### config.mk
export PLATFORM = sky130hd
export DESIGN_NAME = fti_front
export DESIGN_NICKNAME = d
export VERILOG_FILES = /design/src/fti_pkg.sv /design/src/fti_front.sv
export SDC_FILE = /design/constraint.sdc
export NUM_CORES = 1
export LEC_CHECK = 0
export BUFFER_PORTS_ARGS = -buffer_cell sky130_fd_sc_hd__buf_2
export CORE_ASPECT_RATIO = 1.1
export CORE_MARGIN = 2
export CORE_UTILIZATION = 56
export DETAILED_ROUTE_END_ITERATION = 12
export PLACE_DENSITY = 0.94
export SYNTH_ARGS = -nofsm -noshare
export SYNTH_HDL_FRONTEND = slang
export SYNTH_SLANG_ARGS = --single-unit
### constraint.sdc
create_clock -name i_clk -period 9.3 [get_ports i_clk]
set_clock_uncertainty 0.1 [all_clocks]
set_input_delay 0.93 -clock i_clk [delete_from_list [all_inputs] [get_ports i_clk]]
set_output_delay 0.93 -clock i_clk [all_outputs]
set_load 0.03 [all_outputs]
### src/fti_pkg.sv
// shared types and constants of the frequency table interpolator
`timescale 1ns / 1ps
package fti_pkg;

    localparam int DEF_MAX_POINTS     = 32;
    localparam int DEF_MAX_CONDUCTORS = 4;

    localparam logic [1:0] CMD_WFREQ = 2'd0;
    localparam logic [1:0] CMD_WELEM = 2'd1;
    localparam logic [1:0] CMD_QUERY = 2'd2;

    localparam logic [1:0] ST_OK       = 2'd0;
    localparam logic [1:0] ST_NO_TABLE = 2'd1;
    localparam logic [1:0] ST_NO_MATCH = 2'd2;

    localparam logic [1:0] REG_POINT_COUNT     = 2'd0;
    localparam logic [1:0] REG_CONDUCTOR_COUNT = 2'd1;
    localparam logic [1:0] REG_INTERP_ENABLE   = 2'd2;

    localparam logic [16:0] W_ONE = 17'h10000;

    typedef enum logic [1:0] {
        OP_WFREQ,
        OP_WELEM,
        OP_QUERY
    } t_op;

    typedef struct packed {
        t_op                op;
        logic [4:0]         point;
        logic [1:0]         kind;
        logic [3:0]         element;
        logic signed [31:0] value;
        logic [39:0]        freq;
    } t_qent;

    typedef struct packed {
        logic [5:0] point_count;
        logic [2:0] conductor_count;
        logic       interp_enable;
    } t_cfg;

    typedef enum logic [3:0] {
        B_IDLE,
        B_SCAN_RD,
        B_SCAN_CHK,
        B_PICK,
        B_WSET,
        B_DIV,
        B_EL_RD,
        B_EL_MUL,
        B_EL_OUT,
        B_STAT
    } t_bstate;

endpackage

### src/fti_front.sv
// front end: accepts words, drops ignored commands, queues the rest
`timescale 1ns / 1ps
module fti_front import fti_pkg::*; #(
    parameter int MAX_POINTS = DEF_MAX_POINTS
) (
    input  logic               i_clk,
    input  logic               i_rst_n,
    input  logic               i_valid,
    output logic               o_ready,
    input  logic [1:0]         i_cmd,
    input  logic [4:0]         i_point,
    input  logic [1:0]         i_matrix_kind,
    input  logic [3:0]         i_element,
    input  logic signed [31:0] i_value,
    input  logic [39:0]        i_freq,
    output logic               o_q_valid,
    input  logic               i_q_pop,
    output t_qent              o_q_ent
);

    t_qent      r_q [2];
    logic       r_wp, r_rp;
    logic [1:0] r_cnt, n_cnt;
    logic       keep, push;
    t_qent      ent;

    always_comb begin
        ent.point   = i_point;
        ent.kind    = i_matrix_kind;
        ent.element = i_element;
        ent.value   = i_value;
        ent.freq    = i_freq;
        ent.op      = OP_QUERY;
        keep        = 1'b0;
        case (i_cmd)
            CMD_WFREQ: begin
                ent.op = OP_WFREQ;
                keep   = 11'(i_point) < 11'(MAX_POINTS);
            end
            CMD_WELEM: begin
                ent.op = OP_WELEM;
                keep   = 11'(i_point) < 11'(MAX_POINTS);
            end
            CMD_QUERY: begin
                ent.op = OP_QUERY;
                keep   = 1'b1;
            end
            default: keep = 1'b0;
        endcase
    end

    assign o_ready   = (r_cnt != 2'd2);
    assign push      = i_valid && o_ready && keep;
    assign o_q_valid = (r_cnt != 2'd0);
    assign o_q_ent   = r_q[r_rp];

    always_comb begin
        n_cnt = r_cnt;
        if (push && !i_q_pop) begin
            n_cnt = r_cnt + 2'd1;
        end else if (!push && i_q_pop) begin
            n_cnt = r_cnt - 2'd1;
        end
    end

    always_ff @(posedge i_clk) begin
        if (!i_rst_n) begin
            r_wp  <= 1'b0;
            r_rp  <= 1'b0;
            r_cnt <= 2'd0;
        end else begin
            r_cnt <= n_cnt;
            if (push) begin
                r_wp <= ~r_wp;
            end
            if (i_q_pop) begin
                r_rp <= ~r_rp;
            end
        end
    end

    always_ff @(posedge i_clk) begin
        if (push) begin
            r_q[r_wp] <= ent;
        end
    end

endmodule

# --- Word-level counts from Yosys, hierarchy flattened ---
# Memory sizes are Yosys's and may differ from the RTL's. A register that Yosys moved wholly into a read port is not among the register bits.
# Index checks and enable logic that the tools add are counted.
classes:
  addsub: 2
  eq_ne: 3
  muxes: 8
  n_bitwise: 2
  n_reduce_logical: 10
ops:
  columns: ["cell", "count"]
  rows:
  - ["2-to-1 mux 1 bit", 5]
  - ["logical AND 1 bit", 4]
  - ["2-to-1 mux 2 bit", 2]
  - ["one-hot mux 2 bit (2 select lines)", 1]
  - ["nonzero test 2 bit", 2]
  - ["OR reduction 3 bit", 1]
  - ["adder 2 x 1 -> 2 bit (second input constant)", 1]
  - ["== test 2 x 1 -> 1 bit (second input constant)", 1]
  - ["== test 2 bit (second input constant)", 1]
  - ["logical NOT 1 bit", 2]
  - ["logical NOT 2 bit", 1]
  - ["!= test 2 bit (second input constant)", 1]
  - ["inverter 1 bit", 2]
  - ["subtractor 2 x 1 -> 2 bit (second input constant)", 1]
totals:
  ff_bits: 4
  mem_bits_rw: 170
  input_bits: 89
  out_inout_bits: 87
  elab_cells: 29
  mem_count: 1
memory_table:
  columns: ["memory", "words", "word_bits", "read_ports", "rd_ports_with_merged_regs", "wr", "line", "source"]
  rows:
  - ["r_q", 2, 85, 1, 1, 1, "fti_front.sv:21", "t_qent r_q [2];"]

# --- Logic depth before layout (Yosys ltp) ---
depth:
  depth_word: 8
  mapped_depth: 6
  mapped_depth_nobuf: 6

# --- Least setup slack after synthesis ---
# No wires, ideal clock.
synth_timing:
  kind: "input -> register"
  startpoint: "in i_cmd[1]"
  endpoint: "mem r_q[0][0] (netlist name) (enable)"
  setup_ns: 0.539
  arrival_ns: 4.962
  path_slack_ns: 3.699
  cell_stages: 3
  path_buffers: 0
  path_cell_list: "nand2_1 and3_1 nor2b_1"
synth_between:
  elab_chain_cells: 6
  word_cells_on_any_way: 8
synth_lines:
  columns: ["element", "line", "source"]
  rows:
  - ["start: declaration", "fti_front.sv:10", "input logic [1:0] i_cmd,"]
  - ["== test 2 bit (tied with other cells)", "fti_front.sv:35", "case (i_cmd)"]
  - ["OR reduction 3 bit (no line) *", null, null]
  - ["2-to-1 mux 1 bit *", "fti_front.sv:35", null]
  - ["logical AND 1 bit *", "fti_front.sv:53", "assign push = i_valid && o_ready && keep;"]
  - ["2-to-1 mux 1 bit *", "fti_front.sv:83", "if (push) begin"]
  - ["2-to-1 mux 1 bit (implied by the code) *", "fti_front.sv:84", "r_q[r_wp] <= ent;"]
  - ["end: declaration", "fti_front.sv:21", null]
# Every way passes the cells marked *; elsewhere a longest branch is shown, timed or not.

==> results.py <==
metrics = {
    "synth": {
        "synth_nets": 381,
        "synth_cells": 291,
        "yosys.area_share.simple": 0.01195,
        "ys_types": 22,
        "syn_avg_cell_area_um2": 21.95,
        "yosysWarnings": 0,
        "yosysSeqAreaShare": 0.8150,
        "synthMuxAreaShare": 0.1514,
        "synth_xor_area_frac": 0.004114,
        "synth_compound_area_frac": 0.001959,
        "synth_fa_ha_area_frac": 0.001959,
        "synth_top_family_by_area": "multiplexers",
        "syn_area_mm2": 0.006386,
        "synth-seq-cells": 175,
    },
    "worst_hold_path": {
        "hp-class": "flop to flop",
    },
    "cells_and_area": {
        "nFillCells": 700,
        "finalNonFillerCells": 637,
        "fin_util": 0.7268,
        "drive_gt1_frac": 0.5010,
        "nets": 566,
        "syn_to_final_growth_pct": 25.31,
    },
    "job": {
        "maxCapViolCount": 0,
    },
    "timing": {
        "fin_tns_setup_ns": 0,
        "whs_ns": 0.4252,
        "rsz0062_at_grt": "no",
        "final-hold-violation-count": 0,
        "fin_crit_ns": 3.178,
        "fin_crit_sh": 0.3417,
        "drv_slew": 0,
        "fmax_ghz": 0.3147,
        "tightest_slew_ns": 1.132,
        "setup_viol": 0,
        "max-slew-margin-rel": 0.2453,
        "setup_ws_ns": 6.122,
    },
    "worst_setup_path": {
        "cp_slowest_stage_delay_ns": 1.09,
        "crit_path_end_kind": "output port",
        "cp.arrival_ns": 2.15,
        "worst_path_max_delay_cell": "dfxtp_4",
        "path_cells": "mux2_2 > buf_2",
        "crit_path_max_fanout": 85,
        "worst_ep_required_time_ns": 8.27,
        "critPathKind": "flop to output port",
        "startpoint_type": "flop",
    },
    "grt": {
        "antenna_found_initial": 2,
        "gr-total-overflow": 0,
        "grt_max_degree": 86,
        "grt_pass1_vias": 3348,
        "grt_pass1_wl_um": 16440,
        "grt_usage": 0.1825,
    },
    "clock_network": {
        "cts_buffer_depth": 2,
        "clockRootBuffer": "clkbuf_16",
        "cts_inserted_buffers": 17,
        "cts_resized": 0,
        "worst_skew_pair.late_latency_ns": 0.40,
        "clkTransAtPathRegs_ns": 0.06,
        "clock-sinks": 175,
        "postCtsSetupBuffers": 0,
        "cts_tree": "done",
        "htreeDepth": 4,
        "postCtsHoldBufs": 0,
    },
    "drt": {
        "wl_per_cell_um": 17.39,
        "drcViolationCount": 0,
        "drtIter0Drc": 153,
        "via_per_inst": 5.082,
        "drt-total-wl_um": 11080,
        "ant_nets": 0,
        "vias": 3237,
        "drt_first_pass_iters": 4,
    },
    "placed_design": {
        "place_inst": 604,
        "dp_hpwl_um": 7203,
        "routabilityCongestion": 0.7032,
        "port_buffers": 175,
        "dp_slack_ns": 5.949,
    },
    "floorplan": {
        "die_w_um": 105.8,
        "die_y_um": 116,
        "dieArea_mm2": 0.01228,
        "rows": 40,
        "core-area_mm2": 0.01101,
        "initial_core_util": 0.5800,
        "boundaryPins": 176,
    },
    "power": {
        "leakage_nw": 3.003,
        "power_density_mw_per_mm2": 244.3,
        "peakVddDrop_mv": 0.1825,
    },
    "run_status": {
        "status": "finished clean",
    },
}
-- critical path, delay by kind of cell, from the launching register on --
kind	cells	cell delay, ns
buffers and inverters	1	0.18
multiplexers	1	0.45
flip-flops	1	1.09
-- layout by cell type (no fill, tap or decap), drive strengths merged --
| master | netlist | layout |
|---|---|---|
| diode | 0 | 1 |
| edfxtp | 170 | 170 |
| xnor2 | 1 | 1 |
| or3 | 1 | 1 |
| inv | 1 | 1 |
| clkinv | 0 | 2 |
| clkinvlp | 0 | 3 |
| a21boi | 1 | 1 |
| mux2i | 1 | 1 |
| dfxtp | 5 | 5 |
| and3 | 1 | 1 |
| mux2 | 85 | 85 |
| nand2b | 2 | 2 |
| xor2 | 2 | 2 |
| or2 | 1 | 1 |
| clkbuf | 1 | 25 |
| nand2 | 2 | 2 |
| bufinv | 0 | 2 |
| ha | 1 | 1 |
| nor2b | 2 | 2 |
| o21ai | 1 | 1 |
| buf | 9 | 176 |
| and2 | 4 | 4 |
-- report_power, final --
part | switching, mW | total [mW] | internal [mW]
registers | 0.0303 | 0.971 | 0.941
logic | 0.185 | 0.279 | 0.0936
clock network | 0.265 | 0.705 | 0.440
-- layout make-up --
| cell class | instances | area, µm² | area share |
|---|---|---|---|
| Sequential cell | 175 | 5209 | 0.6509 |
| Clock inverter | 7 | 100.1 | 0.01251 |
| Tap cell | 147 | 183.9 | 0.02298 |
| Antenna cell | 1 | 2.502 | 0.0003127 |
| Clock buffer | 25 | 515.5 | 0.06442 |
| Multi-Input combinational cell | 105 | 1105 | 0.1381 |
| Inverter | 1 | 3.754 | 0.0004690 |
| Timing Repair Buffer | 176 | 883.3 | 0.1104 |
-- sequential cells by signal, indices dropped and copies added, names as in the netlist, named ones only --
register / flops
r_cnt: 2
r_q: 170
r_rp: 1
r_wp: 1
-- Yosys cell counts (all sizes together) --
| master | n | area [µm²] |
|---|---|---|
| dfxtp | 5 | 100.1 |
| mux2i | 1 | 10.01 |
| inv | 1 | 3.750 |
| mux2 | 85 | 957.2 |
| clkbuf | 1 | 3.750 |
| and3 | 1 | 6.260 |
| or2 | 1 | 6.260 |
| edfxtp | 170 | 5105 |
| o21ai | 1 | 5.000 |
| xor2 | 2 | 17.52 |
| nand2 | 2 | 7.510 |
| or3 | 1 | 6.260 |
| ha | 1 | 12.51 |
| and2 | 4 | 25.02 |
| nand2b | 2 | 12.51 |
| a21boi | 1 | 7.510 |
| nor2b | 2 | 12.51 |
| buf | 9 | 78.82 |
| xnor2 | 1 | 8.760 |
-- final timing paths --
check,start,endpoint,slack [ns],depth (start not counted)
hold reg to reg,r_cnt[1],r_cnt[1],0.43,2
setup reg to reg,r_cnt[0],r_q[0][14],6.50,4
hold / removal,r_cnt[1],r_cnt[1],0.43,2
setup / recovery,flop,o_q_ent[18],6.12,2
-- metal layers --
| metal | share of wire | GRT usage |
|---|---|---|
| met5 | 0.0012 | 0 |
| met2 | 0.55 | 0.3286 |
| met3 | 0.062 | 0.06637 |
| met4 | 0.0047 | 0.06053 |
| met1 | 0.38 | 0.2030 |
-- logic make-up after synthesis --
family / after synthesis
fa+ha+maj: 1
simple gates: 13
flops: 175
buf+inv: 11
mux: 86
compound gates: 2
xor+xnor: 3
-- per-stage QoR --
stage | cell area [µm²] | power, mW
2_1_floorplan | 6386 | 1.180
3_3_place_gp | 7385 | 1.256
3_5_place_dp | 7385 | 1.269
4_1_cts | 8000 | 1.975
5_1_grt | 8000 | 2.027
6_report | 8003 | 1.955
(Power assumes the default switching activity.)
